[config.mk]
export PLATFORM = sky130hd
export DESIGN_NAME = task_slot_table_with_mailboxes_top
export DESIGN_NICKNAME = d
export VERILOG_FILES = /design/src/rtl/tst_pkg.sv /design/src/rtl/tst_ctrl.sv /design/src/rtl/tst_dp.sv /design/src/rtl/task_slot_table_with_mailboxes_top.sv
export SDC_FILE = /design/constraint.sdc
export NUM_CORES = 2
export LEC_CHECK = 0
export BUFFER_PORTS_ARGS = -buffer_cell sky130_fd_sc_hd__buf_4
export CORE_MARGIN = 2
export CORE_UTILIZATION = 50
export DETAILED_ROUTE_END_ITERATION = 8
export GPL_ROUTABILITY_DRIVEN = 0
export GPL_TIMING_DRIVEN = 1
export PLACE_DENSITY = 0.77
export SYNTH_ARGS = -nofsm -noshare
export SYNTH_HDL_FRONTEND = slang
export SYNTH_SLANG_ARGS = --single-unit
[constraint.sdc]
create_clock -name clk -period 8.75 [get_ports clk]
set_clock_uncertainty 0.15 [all_clocks]
set_input_delay 0.875 -clock clk [delete_from_list [all_inputs] [get_ports clk]]
set_output_delay 0.875 -clock clk [all_outputs]
set_load 0.02 [all_outputs]
[src/rtl/tst_pkg.sv]
package tst_pkg;

  localparam int SLOTS  = 16;
  localparam int SLOT_W = (SLOTS > 1) ? $clog2(SLOTS) : 1;
  localparam int HINT_W = $clog2(SLOTS + 1);

  localparam logic [2:0] CMD_ALLOC   = 3'd0;
  localparam logic [2:0] CMD_EXIT    = 3'd1;
  localparam logic [2:0] CMD_SETST   = 3'd2;
  localparam logic [2:0] CMD_DELIVER = 3'd3;
  localparam logic [2:0] CMD_TAKE    = 3'd4;
  localparam logic [2:0] CMD_SETCUR  = 3'd5;
  localparam logic [2:0] CMD_QUERY   = 3'd6;

  localparam logic [1:0] ST_FREE  = 2'd0;
  localparam logic [1:0] ST_READY = 2'd1;

  typedef struct packed {
    logic [2:0]         cmd;
    logic [31:0]        entry_handle;
    logic [3:0]         slot;
    logic [1:0]         new_state;
    logic signed [31:0] message;
    logic [4:0]         sender;
  } in_t;

  typedef struct packed {
    logic               ok;
    logic [4:0]         pid;
    logic [1:0]         slot_state;
    logic [31:0]        entry_out;
    logic signed [31:0] message_out;
    logic [4:0]         sender_out;
    logic [3:0]         current_out;
  } out_t;

  typedef struct packed {
    logic load;
    logic exec;
    logic scan;
  } ctl_t;

  typedef struct packed {
    logic alloc_go;
    logic hit;
    logic last;
  } status_t;

endpackage

[src/rtl/tst_ctrl.sv]
module tst_ctrl (
  input  logic             clk,
  input  logic             rst,
  input  logic             start,
  input  tst_pkg::status_t status,
  output tst_pkg::ctl_t    ctl,
  output logic             busy,
  output logic             strobe
);
  import tst_pkg::*;

  typedef enum logic [3:0] {
    S_IDLE = 4'b0001,
    S_EXEC = 4'b0010,
    S_SCAN = 4'b0100,
    S_RESP = 4'b1000
  } state_t;

  state_t state, state_next;

  always_ff @(posedge clk) begin
    if (rst) begin
      state <= S_IDLE;
    end else begin
      state <= state_next;
    end
  end

  always_comb begin
    state_next = state;
    ctl        = '0;
    busy       = 1'b1;
    strobe     = 1'b0;
    case (state)
      S_IDLE: begin
        busy = 1'b0;
        if (start) begin
          ctl.load   = 1'b1;
          state_next = S_EXEC;
        end
      end
      S_EXEC: begin
        ctl.exec   = 1'b1;
        state_next = status.alloc_go ? S_SCAN : S_RESP;
      end
      S_SCAN: begin
        ctl.scan = 1'b1;
        if (status.hit || status.last) begin
          state_next = S_RESP;
        end
      end
      S_RESP: begin
        strobe     = 1'b1;
        state_next = S_IDLE;
      end
      default: begin
        state_next = S_IDLE;
      end
    endcase
  end

endmodule

[src/rtl/tst_dp.sv]
module tst_dp (
  input  logic             clk,
  input  logic             rst,
  input  tst_pkg::in_t     request,
  input  tst_pkg::ctl_t    ctl,
  output tst_pkg::status_t status,
  output tst_pkg::out_t    result
);
  import tst_pkg::*;

  in_t               req;
  out_t              res;
  logic [1:0]        state_r [SLOTS];
  logic [31:0]       entry_r [SLOTS];
  logic [31:0]       mbox_word [SLOTS];
  logic [4:0]        mbox_sender [SLOTS];
  logic [SLOTS-1:0]  mbox_full;
  logic [SLOT_W-1:0] cur;
  logic [HINT_W-1:0] hint;
  logic [SLOT_W-1:0] scan_idx;
  logic [SLOT_W-1:0] scan_cnt;

  logic [SLOT_W-1:0] sidx;
  logic              valid;

  assign sidx            = SLOT_W'(req.slot);
  assign valid           = 32'(req.slot) < SLOTS;
  assign status.alloc_go = (req.cmd == CMD_ALLOC) && (req.entry_handle != 32'd0);
  assign status.hit      = state_r[scan_idx] == ST_FREE;
  assign status.last     = scan_cnt == SLOT_W'(SLOTS - 2);
  assign result          = res;

  always_ff @(posedge clk) begin
    if (rst) begin
      for (int i = 0; i < SLOTS; i++) begin
        state_r[i]     <= (i == 0) ? ST_READY : ST_FREE;
        entry_r[i]     <= '0;
        mbox_word[i]   <= '0;
        mbox_sender[i] <= '0;
      end
      mbox_full <= '0;
      cur       <= '0;
      hint      <= HINT_W'(1);
    end else begin
      if (ctl.load) begin
        req      <= request;
        scan_cnt <= '0;
        if (32'(hint) >= SLOTS) begin
          scan_idx <= SLOT_W'(1);
        end else begin
          scan_idx <= SLOT_W'(hint);
        end
      end
      if (ctl.exec) begin
        res             <= '0;
        res.current_out <= 4'(cur);
        case (req.cmd)
          CMD_EXIT: begin
            if (cur != '0) begin
              state_r[cur]    <= ST_FREE;
              entry_r[cur]    <= '0;
              mbox_full[cur]  <= 1'b0;
              cur             <= '0;
              res.ok          <= 1'b1;
              res.current_out <= '0;
            end
          end
          CMD_SETST: begin
            if (valid) begin
              state_r[sidx] <= req.new_state;
              res.ok        <= 1'b1;
            end
          end
          CMD_DELIVER: begin
            if (valid && !mbox_full[sidx]) begin
              mbox_word[sidx]   <= req.message;
              mbox_sender[sidx] <= req.sender;
              mbox_full[sidx]   <= 1'b1;
              res.ok            <= 1'b1;
            end
          end
          CMD_TAKE: begin
            if (valid && mbox_full[sidx]) begin
              mbox_full[sidx] <= 1'b0;
              res.message_out <= mbox_word[sidx];
              res.sender_out  <= mbox_sender[sidx];
              res.ok          <= 1'b1;
            end
          end
          CMD_SETCUR: begin
            if (valid) begin
              cur             <= sidx;
              res.current_out <= req.slot;
              res.ok          <= 1'b1;
            end
          end
          CMD_QUERY: begin
            if (valid) begin
              res.slot_state <= state_r[sidx];
              res.entry_out  <= entry_r[sidx];
              res.ok         <= 1'b1;
            end
          end
          default: begin
          end
        endcase
      end
      if (ctl.scan) begin
        if (status.hit) begin
          state_r[scan_idx]     <= ST_READY;
          entry_r[scan_idx]     <= req.entry_handle;
          mbox_word[scan_idx]   <= '0;
          mbox_sender[scan_idx] <= '0;
          mbox_full[scan_idx]   <= 1'b0;
          hint                  <= HINT_W'(32'(scan_idx) + 1);
          res.ok                <= 1'b1;
          res.pid               <= 5'(32'(scan_idx) + 1);
        end else if (status.last) begin
          res.ok  <= 1'b0;
          res.pid <= '0;
        end else begin
          scan_cnt <= scan_cnt + SLOT_W'(1);
          if (32'(scan_idx) == SLOTS - 1) begin
            scan_idx <= SLOT_W'(1);
          end else begin
            scan_idx <= scan_idx + SLOT_W'(1);
          end
        end
      end
    end
  end

endmodule

[src/rtl/task_slot_table_with_mailboxes_top.sv]
// Task slot table with one-word mailboxes.
// A command word is taken on request at a clock edge where start is high and
// busy is low. Busy stays high until the result word has been shown.
// Each command gives exactly one result word on result, valid for the single
// cycle in which strobe is high; the receiver cannot hold it off and must
// take it in that cycle.
// Most commands pass through the execute state and show their result in the
// response state; busy falls in the cycle after the strobe.
// Allocate with a nonzero entry walks the slots one per cycle, starting at
// the next-fit hint and skipping slot 0, and stops at the first free slot;
// with no free slot it fails after it has tried every slot but slot 0.
// That slot walk in the datapath makes allocation the longest command.
// A synchronous reset returns slot 0 to ready, frees all other slots, clears
// all entries and mailboxes, sets the current slot to 0 and the hint to 1.
// The block is ready for a command as soon as reset is released.
module task_slot_table_with_mailboxes_top (
  input  logic          clk,
  input  logic          rst,
  input  logic          start,
  output logic          busy,
  input  tst_pkg::in_t  request,
  output logic          strobe,
  output tst_pkg::out_t result
);
  import tst_pkg::*;

  ctl_t    ctl;
  status_t status;

  tst_ctrl u_ctrl (
    .clk    (clk),
    .rst    (rst),
    .start  (start),
    .status (status),
    .ctl    (ctl),
    .busy   (busy),
    .strobe (strobe)
  );

  tst_dp u_dp (
    .clk     (clk),
    .rst     (rst),
    .request (request),
    .ctl     (ctl),
    .status  (status),
    .result  (result)
  );

  a_accept_busy: assert property (@(posedge clk) disable iff (rst)
    (start && !busy) |=> busy)
    else $error("busy did not rise after a command was taken");

  a_strobe_busy: assert property (@(posedge clk) disable iff (rst)
    strobe |-> busy)
    else $error("result shown while idle");

  a_strobe_free: assert property (@(posedge clk) disable iff (rst)
    strobe |=> (!busy && !strobe))
    else $error("block not idle after its result");

  a_fail_pid: assert property (@(posedge clk) disable iff (rst)
    (strobe && !result.ok) |-> (result.pid == 5'd0))
    else $error("failed command carries a pid");

endmodule
==> out/results.ini <==
[final_layout]
finalNetCount = 3963
syn2layout_area_growth_pct = 11.7
multiInputGateArea_um2 = 18300
seq_area_um2 = 39900
mostFrequentLayoutCell = edfxtp_1
layoutNonFillerInstCount = 5525
post_route_cells_drive_above_1_share_pct = 22.5
share_of_the_core_filled_with_cells_in_the_final_layout_pct = 56.3
filler_cell_count = 8847
most_frequent_cells_in_the_layout = edfxtp_1, nor3_1, mux4_2, buf_4, nor2_1

[floorplanning]
die-area_um2 = 122000
floorplan.die.width_um = 349
initial_core_util_pct = 50.4
design.portCount = 164
die_height_um = 349
rows = 126
core_area_um2 = 118000

[clocking]
path_clk_slew_ns = 0.06
cts_repair_resize_count = 0
cts-root-to-sink-buffers = 3
cts.root.buffer_cell = clkbuf_16
cts.sinks = 1340
htree_levels = 4
ctsHoldBuffers = 0
cts_tree = done
clk-insertion-delay-late_ns = 0.75
post-cts-setup-buffer-count = 0
cts-buffers-inserted = 139

[sta]
period_needed_ns = 5.44
slew_viol_final = 0
fin_crit_sh_pct = 62.2
setup_repair_after_global_routing_missed_its_margin = false
hold_ws_ns = 0.148
setup_total_negative_slack_ns = 0
fmax_mhz = 184
worst-slew-pin-transition_ns = 1.33
timing_hold_violations_final = 0
slew_headroom_pct = 10.9
number_of_setup_violations_in_the_final_report = 0

[logic_synthesis]
synth_top_flop_cell = edfxtp_1
yosysSeqAreaShare_pct = 67.1
syn-num-nets = 3976
ys_ff_latch = 1340
synth_area_um2 = 59400
synthesis.instances = 3889
yosysWarningCount = 0
syn_area_per_cell_um2 = 15.3
asyncSetResetFlopFracSynth_pct = 0
synth-edff-count = 1303
synth.distinct_cells = 71

[min_path]
timing.hold.worst.class = primary input to register

[setup_path]
crit_path_start_kind = register
timing.critical_path.cells = buf_4 -> mux4_2 -> mux4_2 -> buf_4 -> o41ai_1 -> nand4_1 -> o32a_2 -> buf_4 -> o21ai_4 -> buf_4
critPathMostFrequentCell = buf_4
worstPathMaxFanout = 45
critPathTopFamily = buffers and inverters
timing.critical_path.arrival_ns = 5.66
max_stage_delay_ns = 0.59
worstSetupEndpointType = register
crit_path_top_delay_cell = mux4_2
cp.buffers_inverters = 4
worst-setup-path-type = register to register
critical_path_required_ns = 8.97

[flow_run]
drv_cap = 0

[placed_design]
detailedPlacementHpwl_um = 82000
placed_cells_incl_taps = 5271
quantity_of_i_o_buffers_inserted_on_ports = 163

[route]
vias_per_cell = 6.52
routed-via-count = 36000
route.antenna.remaining_nets = 0
detail_route.wirelength_um = 150000
first_iter_violations = 4713
avgRoutedWirePerCell_um = 27.2
drc = 0
drt-pass1-iter-count = 6

[global_routing]
grt_use_total_pct = 24.7
grt_pass1_wl_um = 226000
antenna_found_initial = 8
grt_start_max_net_pins = 151
via_count_of_the_first_global_routing_pass = 36300
grt.overflow.total = 0

[power]
power_density_nw_per_um2 = 212
total_power_mw = 14.1
vdd_ir_max_uv = 195
total_leakage_power_nw = 21.5

[status]
outcome = finished, final reports clean

layer usage:
metal / GRT usage, % / wire length (µm) / vias to the layer above
li1: - / - / 15200
met3: 5.64 / 16100 / 340
met1: 33.3 / 56100 / 18200
met5: 0 / 13 / -
met4: 8.84 / 4840 / 2
met2: 39.9 / 73300 / 2250
state kept, by name, indices dropped and copies added (netlist names), named ones only:
name / cells
u_dp.cur: 4
u_ctrl.state: 4
u_dp.sidx: 4
u_dp.mbox_sender: 80
u_dp.scan_cnt: 4
u_dp.entry_r: 512
u_dp.hint: 5
u_dp.state_r: 32
u_dp.scan_idx: 4
u_dp.result: 81
u_dp.mbox_word: 512
u_dp.mbox_full: 16
u_dp.req: 74
worst register-to-register path: cells and delay by family (launching register included):
family | cells | cell delay (ns)
AOI/OAI and AO/OA | 3 | 1.30
buffers and inverters | 4 | 1.65
DFF | 1 | 0.48
muxes | 2 | 1.06
and+or+nand+nor | 1 | 0.35
cells in the mapped netlist, drive strengths merged, types with 15 or more instances:
| library cell | number | area [µm²] |
|---|---|---|
| o21ai | 43 | 215 |
| a2111oi | 15 | 131 |
| and3 | 71 | 444 |
| buf | 102 | 533 |
| nand3 | 90 | 450 |
| nor2 | 181 | 679 |
| and2 | 157 | 982 |
| a21oi | 59 | 299 |
| nor4 | 22 | 168 |
| nand2 | 108 | 405 |
| nor3 | 744 | 3880 |
| dfxtp | 37 | 741 |
| mux4 | 360 | 8110 |
| edfxtp | 1303 | 39100 |
| nor2b | 142 | 888 |
| clkbuf | 291 | 1090 |
path summary, 6_finish.rpt:
| path | startpoint | end | slack [ns] | depth (start not counted) |
|---|---|---|---|---|
| worst max-delay path | u_dp.sidx[0] | u_dp.mbox_word[2][11] | 3.31 | 10 |
| worst max register to register | u_dp.sidx[0] | u_dp.mbox_word[2][11] | 3.31 | 10 |
| worst min-delay path | request[10] | u_dp.req[10] | 0.15 | 1 |
| worst min register to register | u_dp.hint[0] | u_dp.hint[0] | 0.32 | 1 |
through the flow:
stage,setup slack [ns],cell area [µm²]
final,3.31,66400
after global routing,3.14,66400
after CTS,3.40,66400
after detailed placement,3.35,62000
after global placement,3.39,62000
after floorplan,2.70,59400
final cells by class:
cell class / instances / area share [%]
flip-flops and latches: 1340 / 60.1
multi-input cells: 2144 / 27.6
clock buffers: 183 / 5.65
well taps: 1536 / 2.89
repair buffers: 239 / 2.81
clock inverters: 69 / 0.923
inverters: 12 / 0.0678
diodes: 2 / 0.00754
where the power goes:
| group | internal [mW] | switching [mW] | leakage (nW) |
|---|---|---|---|
| Sequential | 7.24 | 0.135 | 13.4 |
| Clock | 3.22 | 2.47 | 2.13 |
| Combinational | 0.439 | 0.558 | 5.95 |
cells by family (layout without fill, tap and decap cells):
logic type               Yosys count  in the layout  synth area share [%]
adder cells (fa/ha/maj)            6              6                 0.126
AND/OR/NAND/NOR                 1566           1566                  13.9
multiplexers                     373            373                  13.9
buffers and inverters            405            503                  2.81
other                              0              2                     0
AO/OA/AOI/OAI                    197            197                  2.16
XOR/XNOR                           2              2                0.0295
flip-flops                      1340           1340                  67.1
Power figures use the tool's default switching activity.
